==> src/assert_macros.svh <==
`ifndef ASSERT_MACROS_SVH
`define ASSERT_MACROS_SVH

// same-cycle implication, checked on every rising edge outside reset
`define CXC_ASSERT_SAME(label, ante, cons, msg) \
    label: assert property (@(posedge clk) disable iff (!rst_n) (ante) |-> (cons)) \
        else $error(msg);

// next-cycle implication, checked on every rising edge outside reset
`define CXC_ASSERT_NEXT(label, ante, cons, msg) \
    label: assert property (@(posedge clk) disable iff (!rst_n) (ante) |=> (cons)) \
        else $error(msg);

`endif

==> src/cxc_pkg.sv <==
package cxc_pkg;

    // block geometry and fixed byte values
    localparam int BLOCK_BYTES = 16;
    localparam int KEY_BYTES   = 16;
    localparam int CFG_W       = 64;
    localparam int CFG_IDX_W   = 3;
    localparam logic [7:0] PAD_BYTE = 8'h20;
    localparam logic [4:0] KEY_LEN_MAX = 5'(KEY_BYTES);

    // configuration register indexes
    typedef enum logic [CFG_IDX_W-1:0] {
        REG_MODE_DECRYPT = 3'd0,
        REG_KEY_LOW      = 3'd1,
        REG_KEY_HIGH     = 3'd2,
        REG_KEY_LENGTH   = 3'd3,
        REG_IV_LOW       = 3'd4,
        REG_IV_HIGH      = 3'd5
    } reg_index_t;

    // configuration register contents
    typedef struct packed {
        logic        mode_decrypt;
        logic [63:0] key_low;
        logic [63:0] key_high;
        logic [4:0]  key_length;
        logic [63:0] iv_low;
        logic [63:0] iv_high;
    } cfg_t;

    // contents of the input register
    typedef struct packed {
        logic       valid;
        logic [7:0] data_byte;
        logic       end_of_message;
    } stage_t;

    // result handed to the output register
    typedef struct packed {
        logic       valid;
        logic [7:0] out_byte;
        logic       out_last;
    } result_t;

    // byte n of a 16-byte value split over two 64-bit words, zero beyond
    function automatic logic [7:0] byte_of(input logic [63:0] lo, input logic [63:0] hi,
                                           input int unsigned n);
        logic [7:0] b;
        b = 8'h00;
        if (n < 8)
            b = lo[8*n +: 8];
        else if (n < 16)
            b = hi[8*(n-8) +: 8];
        return b;
    endfunction

endpackage

==> src/cxc_if.sv <==
// request channel carrying input bytes
interface cxc_in_if;
    logic       valid;
    logic       ready;
    logic [7:0] data_byte;
    logic       end_of_message;

    modport source (output valid, output data_byte, output end_of_message, input ready);
    modport sink   (input valid, input data_byte, input end_of_message, output ready);
endinterface

// request channel carrying result bytes
interface cxc_out_if;
    logic       valid;
    logic       ready;
    logic [7:0] out_byte;
    logic       out_last;

    modport source (output valid, output out_byte, output out_last, input ready);
    modport sink   (input valid, input out_byte, input out_last, output ready);
endinterface

==> src/cbc_xor_byte_cipher_core.sv <==
// CBC-style byte cipher over blocks of BLOCK_BYTES bytes, with a repeating-key xor as the
// block function. One byte enters per cycle unless the output stalls or padding is pending,
// and passes through an input register and an output register with one xor-and-step pass
// between them. When an encrypted message ends inside a block, space padding bytes follow
// its last byte at one per cycle while the output is free, and no new byte is taken until
// the block is complete (up to BLOCK_BYTES - 1 padding bytes). The iv is copied into the
// chain on the first byte of a message, key and mode are read on every byte.
module cbc_xor_byte_cipher_core #(
    parameter int BLOCK_BYTES = cxc_pkg::BLOCK_BYTES
) (
    input  logic                           clk,
    input  logic                           rst_n,
    cxc_in_if.sink                         ingress,
    cxc_out_if.source                      egress,
    input  logic                           cfg_we,
    input  logic [cxc_pkg::CFG_IDX_W-1:0]  cfg_index,
    input  logic [cxc_pkg::CFG_W-1:0]      cfg_wdata
);

    cxc_pkg::cfg_t    cfg;
    cxc_pkg::stage_t  stage;
    cxc_pkg::result_t result;
    logic             consume;
    logic             out_free;

    logic             in_valid_reg;
    logic [7:0]       in_data_reg;
    logic             in_last_reg;
    logic             out_valid_reg;
    logic [7:0]       out_byte_reg;
    logic             out_last_reg;

    // configuration registers
    cxc_cfg_regs u_cfg (
        .clk       (clk),
        .rst_n     (rst_n),
        .cfg_we    (cfg_we),
        .cfg_index (cfg_index),
        .cfg_wdata (cfg_wdata),
        .cfg       (cfg)
    );

    // input register
    assign ingress.ready = !in_valid_reg || consume;

    always_ff @(posedge clk or negedge rst_n)
    begin
        if (!rst_n)
            in_valid_reg <= 1'b0;
        else if (ingress.ready)
            in_valid_reg <= ingress.valid;
    end

    always_ff @(posedge clk)
    begin
        if (ingress.valid && ingress.ready)
        begin
            in_data_reg <= ingress.data_byte;
            in_last_reg <= ingress.end_of_message;
        end
    end

    assign stage.valid          = in_valid_reg;
    assign stage.data_byte      = in_data_reg;
    assign stage.end_of_message = in_last_reg;

    // cipher step
    cxc_crypt_unit #(
        .BLOCK_BYTES (BLOCK_BYTES)
    ) u_crypt (
        .clk      (clk),
        .rst_n    (rst_n),
        .cfg      (cfg),
        .stage    (stage),
        .out_free (out_free),
        .consume  (consume),
        .result   (result)
    );

    // output register
    assign out_free = !out_valid_reg || egress.ready;

    always_ff @(posedge clk or negedge rst_n)
    begin
        if (!rst_n)
            out_valid_reg <= 1'b0;
        else if (out_free)
            out_valid_reg <= result.valid;
    end

    always_ff @(posedge clk)
    begin
        if (out_free && result.valid)
        begin
            out_byte_reg <= result.out_byte;
            out_last_reg <= result.out_last;
        end
    end

    assign egress.valid    = out_valid_reg;
    assign egress.out_byte = out_byte_reg;
    assign egress.out_last = out_last_reg;

endmodule

==> src/cxc_cfg_regs.sv <==
module cxc_cfg_regs (
    input  logic                           clk,
    input  logic                           rst_n,
    input  logic                           cfg_we,
    input  logic [cxc_pkg::CFG_IDX_W-1:0]  cfg_index,
    input  logic [cxc_pkg::CFG_W-1:0]      cfg_wdata,
    output cxc_pkg::cfg_t                  cfg
);

    cxc_pkg::cfg_t cfg_reg;

    // register writes, unknown indexes ignored
    always_ff @(posedge clk or negedge rst_n)
    begin
        if (!rst_n)
        begin
            cfg_reg.mode_decrypt <= 1'b0;
            cfg_reg.key_low      <= '0;
            cfg_reg.key_high     <= '0;
            cfg_reg.key_length   <= cxc_pkg::KEY_LEN_MAX;
            cfg_reg.iv_low       <= '0;
            cfg_reg.iv_high      <= '0;
        end
        else if (cfg_we)
        begin
            case (cxc_pkg::reg_index_t'(cfg_index))
                cxc_pkg::REG_MODE_DECRYPT: cfg_reg.mode_decrypt <= cfg_wdata[0];
                cxc_pkg::REG_KEY_LOW:      cfg_reg.key_low      <= cfg_wdata;
                cxc_pkg::REG_KEY_HIGH:     cfg_reg.key_high     <= cfg_wdata;
                cxc_pkg::REG_KEY_LENGTH:   cfg_reg.key_length   <= cfg_wdata[4:0];
                cxc_pkg::REG_IV_LOW:       cfg_reg.iv_low       <= cfg_wdata;
                cxc_pkg::REG_IV_HIGH:      cfg_reg.iv_high      <= cfg_wdata;
                default: ;
            endcase
        end
    end

    assign cfg = cfg_reg;

endmodule

==> src/cxc_crypt_unit.sv <==
`include "assert_macros.svh"

module cxc_crypt_unit #(
    parameter int BLOCK_BYTES = cxc_pkg::BLOCK_BYTES
) (
    input  logic              clk,
    input  logic              rst_n,
    input  cxc_pkg::cfg_t     cfg,
    input  cxc_pkg::stage_t   stage,
    input  logic              out_free,
    output logic              consume,
    output cxc_pkg::result_t  result
);

    localparam int PW = $clog2(BLOCK_BYTES);
    localparam logic [PW-1:0] POS_LAST = PW'(BLOCK_BYTES - 1);

    // chain bytes and message state
    logic [7:0]    chain_reg [BLOCK_BYTES];
    logic [PW-1:0] pos_reg;
    logic [4:0]    kidx_reg;
    logic          started_reg;
    logic          pad_reg;

    logic          fire;
    logic          start;
    logic [PW-1:0] pos_cur;
    logic [PW-1:0] pos_nx;
    logic          pos_wrap;
    logic [4:0]    kidx_cur;
    logic [4:0]    kidx_inc;
    logic [4:0]    kidx_nx;
    logic [4:0]    key_len;
    logic [7:0]    key_byte;
    logic [7:0]    chain_cur;
    logic [7:0]    src_byte;
    logic [7:0]    res_byte;
    logic          dec;
    logic          last_in;
    logic          need_pad;
    logic          pad_done;

    // step control: padding takes priority over new input
    assign fire    = out_free && (pad_reg || stage.valid);
    assign consume = out_free && !pad_reg && stage.valid;
    assign start   = consume && !started_reg;

    // current position and key index, reset to message start on the first byte
    assign pos_cur  = start ? '0 : pos_reg;
    assign kidx_cur = start ? 5'd1 : kidx_reg;

    // effective key length, clamped into one to sixteen
    always_comb
    begin
        if (cfg.key_length == 5'd0)
            key_len = 5'd1;
        else if (cfg.key_length > cxc_pkg::KEY_LEN_MAX)
            key_len = cxc_pkg::KEY_LEN_MAX;
        else
            key_len = cfg.key_length;
    end

    // key byte, zero at or beyond the key length
    assign key_byte = (kidx_cur < key_len)
                    ? cxc_pkg::byte_of(cfg.key_low, cfg.key_high, int'(kidx_cur[3:0]))
                    : 8'h00;

    // chain byte at the current position, straight from the iv on message start
    assign chain_cur = start ? cxc_pkg::byte_of(cfg.iv_low, cfg.iv_high, int'(pos_cur))
                             : chain_reg[pos_cur];

    // xor path
    assign src_byte = pad_reg ? cxc_pkg::PAD_BYTE : stage.data_byte;
    assign dec      = !pad_reg && cfg.mode_decrypt;
    assign res_byte = src_byte ^ chain_cur ^ key_byte;

    // position and key index stepping
    assign pos_wrap = (pos_cur == POS_LAST);
    assign pos_nx   = pos_wrap ? '0 : pos_cur + PW'(1);
    assign kidx_inc = kidx_cur + 5'd1;
    assign kidx_nx  = pos_wrap ? 5'd1 : ((kidx_inc >= key_len) ? 5'd0 : kidx_inc);

    // end of message and padding decisions
    assign last_in  = consume && stage.end_of_message;
    assign need_pad = last_in && !cfg.mode_decrypt && !pos_wrap;
    assign pad_done = pad_reg && pos_wrap;

    assign result.valid    = fire;
    assign result.out_byte = res_byte;
    assign result.out_last = (last_in && !need_pad) || pad_done;

    // control state
    always_ff @(posedge clk or negedge rst_n)
    begin
        if (!rst_n)
        begin
            pos_reg     <= '0;
            kidx_reg    <= 5'd1;
            started_reg <= 1'b0;
            pad_reg     <= 1'b0;
        end
        else if (fire)
        begin
            pos_reg     <= pos_nx;
            kidx_reg    <= kidx_nx;
            started_reg <= !result.out_last;
            pad_reg     <= need_pad || (pad_reg && !pos_wrap);
        end
    end

    // chain update: iv load on message start, then the feedback byte
    always_ff @(posedge clk)
    begin
        if (fire)
        begin
            for (int n = 0; n < BLOCK_BYTES; n++)
            begin
                if (PW'(n) == pos_cur)
                    chain_reg[n] <= dec ? src_byte : res_byte;
                else if (start)
                    chain_reg[n] <= cxc_pkg::byte_of(cfg.iv_low, cfg.iv_high, n);
            end
        end
    end

    // checks
    `CXC_ASSERT_SAME(a_pad_blocks_input, pad_reg, !consume, "input taken while padding")
    `CXC_ASSERT_SAME(a_pad_inside_message, pad_reg, started_reg, "padding outside a message")
    `CXC_ASSERT_NEXT(a_no_pad_on_decrypt, last_in && cfg.mode_decrypt, !pad_reg, "decrypt padded")
    `CXC_ASSERT_SAME(a_pad_ends_on_boundary, fire && pad_reg, result.out_last == pos_wrap, "pad end off boundary")

endmodule
==> src/flat_wrapper.sv <==
// flat-port wrapper written by rule: the top's interface ports become plain ports
module cbc_xor_byte_cipher_core_flat 
#(
    parameter int BLOCK_BYTES = cxc_pkg::BLOCK_BYTES
)
  (clk, rst_n, cfg_we, cfg_index, cfg_wdata, ingress_valid, ingress_data_byte, ingress_end_of_message, ingress_ready, egress_valid, egress_out_byte, egress_out_last, egress_ready);
  cxc_in_if ingress_i ();
  cxc_out_if egress_i ();
  input  logic clk;
  input  logic rst_n;
  input  logic cfg_we;
  input  logic [cxc_pkg::CFG_IDX_W-1:0] cfg_index;
  input  logic [cxc_pkg::CFG_W-1:0] cfg_wdata;
  input wire logic [$bits(ingress_i.valid)-1:0] ingress_valid;
  input wire logic [$bits(ingress_i.data_byte)-1:0] ingress_data_byte;
  input wire logic [$bits(ingress_i.end_of_message)-1:0] ingress_end_of_message;
  output wire logic [$bits(ingress_i.ready)-1:0] ingress_ready;
  output wire logic [$bits(egress_i.valid)-1:0] egress_valid;
  output wire logic [$bits(egress_i.out_byte)-1:0] egress_out_byte;
  output wire logic [$bits(egress_i.out_last)-1:0] egress_out_last;
  input wire logic [$bits(egress_i.ready)-1:0] egress_ready;
  assign ingress_i.valid = ingress_valid;
  assign ingress_i.data_byte = ingress_data_byte;
  assign ingress_i.end_of_message = ingress_end_of_message;
  assign ingress_ready = ingress_i.ready;
  assign egress_valid = egress_i.valid;
  assign egress_out_byte = egress_i.out_byte;
  assign egress_out_last = egress_i.out_last;
  assign egress_i.ready = egress_ready;
  cbc_xor_byte_cipher_core #(.BLOCK_BYTES(BLOCK_BYTES)) u_core (.clk(clk), .rst_n(rst_n), .ingress(ingress_i), .egress(egress_i), .cfg_we(cfg_we), .cfg_index(cfg_index), .cfg_wdata(cfg_wdata));
endmodule
==> config.mk <==
export PLATFORM = sky130hd
export DESIGN_NAME = cbc_xor_byte_cipher_core_flat
export DESIGN_NICKNAME = d
export VERILOG_FILES = /design/src/cxc_pkg.sv /design/src/cxc_if.sv /design/src/cbc_xor_byte_cipher_core.sv /design/src/cxc_cfg_regs.sv /design/src/cxc_crypt_unit.sv /design/src/flat_wrapper.sv
export VERILOG_INCLUDE_DIRS = /design/src /design/src/src
export SDC_FILE = /design/constraint.sdc
export NUM_CORES = 1
export LEC_CHECK = 0
export ABC_AREA = 1
export BUFFER_PORTS_ARGS = -buffer_cell sky130_fd_sc_hd__buf_2
export CAP_MARGIN = 5
export CORE_MARGIN = 2
export CORE_UTILIZATION = 40
export CTS_CLUSTER_SIZE = 25
export DETAILED_ROUTE_END_ITERATION = 16
export SYNTH_ARGS = -nofsm -noshare
export SYNTH_HDL_FRONTEND = slang
export SYNTH_SLANG_ARGS = --single-unit
==> constraint.sdc <==
create_clock -name clk -period 3.3 [get_ports clk]
set_input_delay 0.66 -clock clk [delete_from_list [all_inputs] [get_ports clk]]
set_output_delay 0.66 -clock clk [all_outputs]
set_load 0.1 [all_outputs]
# Word-level counts from Yosys, hierarchy flattened

Memory sizes are Yosys's and may differ from the RTL's.
Index checks and enable logic that the tools add are counted.

Shift operators: 4
$add $sub $neg: 4
Order comparisons: 5
Bitwise gates (word level): 18
Mux-type cells: 174
Reduce and logical (&&, ||, !) cells: 35
Equality and inequality tests: 21

Operators with widths:

| operator            | count |
|---|---|
| $mux 8              | 70 |
| $shiftx 64x33->8    | 2 |
| $shiftx 64x8->8     | 2 |
| $mux 1              | 97 |
| $eq 4x4->1 const A  | 8 |
| $mux 5              | 5 |
| $eq 3x4->1 const A  | 4 |
| $or 1x1->1          | 16 |
| $xor 8x8->8         | 2 |
| $logic_and 1x1->1   | 13 |
| $reduce_and 2->1    | 6 |
| $sub 4x4->5 const B | 2 |
| $eq 2x4->1 const A  | 2 |
| $logic_not 1->1     | 8 |
| $lt 4x4->1 const B  | 2 |
| $mux 4              | 2 |
| $eq 3x2->1 const B  | 2 |
| $eq 3x3->1 const B  | 2 |
| $add 5x1->5 const B | 1 |
| $ge 5x5->1          | 1 |
| $gt 5x5->1 const B  | 1 |
| $logic_not 5->1     | 1 |
| $logic_or 1x1->1    | 5 |
| $lt 5x5->1          | 1 |
| other kinds (6)     | 6 |

Input bits: 81
Logic and storage cells: 278
Register bits after elaboration: 293
Memories kept: 1
Bits in writable memories: 128
Output and inout bits: 11

Memories:

| memory                   | words | width | rd ports | clocked after memory_dff | write ports | RTL line             | RTL |
|---|---|---|---|---|---|---|---|
| u_core.u_crypt.chain_reg | 16    | 8     | 1        | 0                        | 16          | cxc_crypt_unit.sv:19 | `logic [7:0] chain_reg [BLOCK_BYTES];` |

# Depth between registers and ports, before layout

Depth in word-level cells: 14
Gate-level depth with buffers: 22
Gate-level depth less buffers: 20

# Modules after synthesis

Synthesis repeated with hierarchy kept, for this count alone.

Cell total of the unflattened synthesis: 2541
Area, all modules: 20614.8 µm²

Modules (own cells, without submodules):

| module                   | area an instance (µm²) | instances | seq. area each (µm²) | cells an instance |
|---|---|---|---|---|
| cxc_cfg_regs             | 10197.3                | 1         | 6557.5               | 1142 |
| cxc_crypt_unit           | 9786.9                 | 1         | 4120.2               | 1369 |
| cbc_xor_byte_cipher_core | 630.6                  | 1         | 590.6                | 30 |

# Least setup slack after synthesis

OpenSTA, ideal clock, no wires.

Path type: register -> register
Start point: reg u_core.out_valid_reg (netlist: u_core.egress.valid)
End point: mem u_core.u_crypt.chain_reg[10][7] (data pin)
Cell stages (with the launch flop): 20
Path buffers: 3
Slack: -0.310 ns
Required time: 3.042 ns
Clock period less this slack: 3.610 ns
Data arrival time: 3.352 ns
Setup time: 0.258 ns
Cell sequence: dfrtp_1 nand2_1 nand4_4 buf_6 nand2_4 inv_1 buf_2 ha_1 nand2_1 inv_1 nor2_1 o21ai_0 a21oi_2 nand2_1 nor2_1 nand3b_1 nand3_2 nand3_1 buf_2 nand2_1

RTL lines:

| item                   | RTL line                       | RTL |
|---|---|---|
| from (decl)            | cbc_xor_byte_cipher_core.sv:29 | `logic out_valid_reg;` |
| from (signal assigned) | cbc_xor_byte_cipher_core.sv:88 | `out_valid_reg <= result.valid;` |
| to (decl)              | cxc_crypt_unit.sv:19           |  |

==> results.json <==
{
  "cts_tree": "built",
  "clk_pin_slew_ps": 60,
  "ctsHoldBuffers": 0,
  "relSlewSlack_pct": 23.58,
  "r2r_end": "u_core.u_crypt.chain_reg[7][6]$_DFFE_PP_",
  "ys_seq_area_share_pct": 58.00,
  "setup_viol": 0,
  "rows": 80,
  "syn_nets": 2333,
  "skew_ps": 16.61,
  "swShare_pct": 41.22,
  "areaGrowthSynthToFinish_pct": 19.78,
  "worstSetupEndpointType": "flop",
  "overflow": 0,
  "critPathArrivalTime_ps": 3450,
  "p_int_mw": 15.13,
  "reg2reg_from": "u_core.egress.valid$_DFFE_PN0N_",
  "ant_nets": 0,
  "critPathSlowestCell": "dfrtp_4",
  "period_share_pct": 94.49,
  "worst-path-buf-inv": 7,
  "cap_violations": 0,
  "post_synth.cell_area_avg_um2": 8.677,
  "cts.sinks": 421,
  "r2r_setup_slack_ps": 180,
  "dpl.cell_count": 2997,
  "start_util_pct": 40.60,
  "fin_cells": 3087,
  "synth-seq-cells": 421,
  "utilization_pct": 48.63,
  "largest_register_ffs": 262,
  "dieHeight_um": 224.4,
  "hp-class": "input pin to asynchronous set/reset pin",
  "final_nets": 2527,
  "synthesis.instances": 2239,
  "root_buffer": "clkbuf_16",
  "vias": 16515,
  "max_freq_mhz": 320.7,
  "cts_max_path_buffers": 3,
  "antenna_found_initial": 0,
  "reg2reg_depth": 19,
  "crit_chain": "nand2_1 -> nand4_4 -> buf_12 -> buf_4 -> nand2_4 -> inv_2 -> buf_12 -> o21ai_0 -> buf_4 -> nand3_1 -> nand2_1 -> nand2_1 -> nand3_1 -> buf_4 -> nand3b_4 -> nand3_4 -> nand3_2 -> buf_12 -> nand2_1",
  "required_ps": 3630,
  "routabilityCongestion": 0.9665,
  "viasPerCell": 5.350,
  "grt_max_degree": 129,
  "worst_pin_slew_ps": 1146,
  "drcViolationCount": 0,
  "drv_slew": 0,
  "finalHoldViolCount": 0,
  "path_common_cell": "nand2_1",
  "hpwl_mm": 48.26,
  "drive_above_1_share_pct": 16.23,
  "drt-initial-drc-count": 1568,
  "io_pins": 92,
  "die_w_um": 224.4,
  "worstSetupPathType": "flop to flop",
  "setup.worst_path.start_class": "flop",
  "grt_pass1_wl_mm": 100.0,
  "drt_wl_total_mm": 66.28,
  "vdd_drop_max_mv": 0.5288,
  "cts_buffers": 47,
  "synth_cell_types": 48,
  "dr.pass1.iters": 6,
  "gr-usage-all-layers_pct": 26.73,
  "coreArea_um2": 47850,
  "clock_latency_ps": 590,
  "wl_per_cell_um": 21.47,
  "ys.flop_type": "dfrtp_1",
  "cp_top_family": "simple AND/OR/NAND/NOR gates",
  "p_seq_share_pct": 32.3,
  "post-route-min-period_ps": 3118,
  "ys_warn_count": 0,
  "htreeDepth": 2,
  "grt_pass1_vias": 16138,
  "status": "complete, no violations",
  "cellLeakagePower_nw": 11.07,
  "async_flop_share_pct": 65.32,
  "critPathMaxFanout": 13,
  "clkPwrFrac_pct": 20.4,
  "power_switching_mw": 10.61,
  "powerDensity_nw_per_um2": 1106,
  "cpPeakStageDelay_ps": 470,
  "power_mw": 25.73,
  "netlist_area_um2": 19430,
  "dieArea_um2": 50350,
  "portBuffers": 91,
  "power_frac_comb_pct": 47.3,
  "rsz0062_at_grt": "false",
  "synth_edf_count": 146
}
## layer usage
metal  share of wire, %  up-vias  GRT usage [%]
li1                   -     7723              -
met1                 44     8068          37.35
met2                 47      598          43.01
met3                6.1      126          3.514
met4                3.6        0          9.293
met5                  0        -              0
## power groups by stage
stage / clock (mW) / sequential (mW) / combinational [mW]
3_5_place_dp: 0 / 8.36 / 12.0
2_1_floorplan: 0 / 8.51 / 6.40
6_report: 5.26 / 8.30 / 12.2
4_1_cts: 5.33 / 8.28 / 12.0
5_1_grt: 5.52 / 8.40 / 13.4
3_3_place_gp: 0 / 8.35 / 11.8
## area by class of cell
type	instances	area (µm²)
fill	4594	24580
sequential	421	11270
multi-input combinational	1555	7054
timing repair buffer	267	2082
clock buffer	68	1386
tap	615	769.5
inverter	141	531.8
clock inverter	19	171.4
antenna	1	2.502
## worst max path at each step
| stage | start | endpoint | slack [ps] | cells past startpoint |
|---|---|---|---|---|
| detailed placement | egress_ready | u_core.u_crypt.chain_reg[10][4]$_DFFE_PP_ | -230 | 23 |
| global placement | egress_ready | u_core.u_crypt.chain_reg[7][6]$_DFFE_PP_ | -230 | 19 |
| global route | u_core.egress.valid$_DFFE_PN0N_ | u_core.u_crypt.chain_reg[0][4]$_DFFE_PP_ | 3 | 21 |
| floorplan | egress_ready | u_core.u_crypt.chain_reg[10][7]$_DFFE_PP_ | 40 | 20 |
| CTS | u_core.egress.valid$_DFFE_PN0N_ | u_core.u_crypt.chain_reg[10][4]$_DFFE_PP_ | 50 | 20 |
| finish | u_core.egress.valid$_DFFE_PN0N_ | u_core.u_crypt.chain_reg[7][6]$_DFFE_PP_ | 180 | 19 |
## cell usage after synthesis, types with 8 or more instances
cell type / n / area share (%)
inv_1: 133 / 2.6
o211ai_1: 11 / 0.43
a21oi_1: 34 / 0.88
clkbuf_1: 71 / 1.4
dfrtp_1: 273 / 35
o21ai_0: 305 / 7.9
nand3b_1: 8 / 0.31
buf_6: 16 / 0.93
nand2_1: 870 / 17
o22ai_1: 9 / 0.29
nand2_2: 15 / 0.48
edfxtp_1: 146 / 23
nand3_2: 9 / 0.46
nor2_1: 56 / 1.1
ha_1: 13 / 0.84
buf_2: 28 / 0.72
nand3_1: 186 / 4.8
## metrics by stage
step	setup WS (ps)	area (µm²)	hold WS (ps)	TNS, ps
after CTS	51.48	23210	135.2	0
after floorplan	39.43	19430	364.4	0
after global placement	-226.0	21650	463.8	-10390
after global routing	2.771	23270	150.8	0
after detailed placement	-229.1	21650	468.0	-13750
final	181.9	23270	73.72	0
## cells by family (layout without fill, tap and decap cells)
family / after synthesis / count (layout) / synth area share, %
other cells: 0 / 1 / 0
compound gates: 374 / 374 / 10.09
simple gates: 1167 / 1167 / 25.03
buf+inv: 263 / 495 / 5.990
flops: 421 / 421 / 58.00
xor+xnor: 1 / 1 / 0.04509
fa+ha+maj: 13 / 13 / 0.8373
## what timing repair did
action                                  CTS  global route
resized for setup                         0             7
buffers inserted                          0             2
endpoints found under the setup margin    0            82
## placed cells by master (no fill, tap or decap), types with 4 or more instances in the layout
cell	count
a21oi_1	33
buf_12	23
buf_2	90
buf_4	151
clkbuf_1	9
clkbuf_16	48
clkbuf_8	11
clkinv_1	4
clkinv_2	10
dfrtp_1	272
edfxtp_1	146
ha_1	13
inv_1	132
inv_2	5
nand2_1	866
nand2_2	13
nand2_4	8
nand3_1	185
nand3_2	9
nand3b_1	8
nand4_1	5
nor2_1	56
o211ai_1	11
o21ai_0	305
o22ai_1	9
or2_2	5
Note: power is estimated with default switching activity, not from simulation.
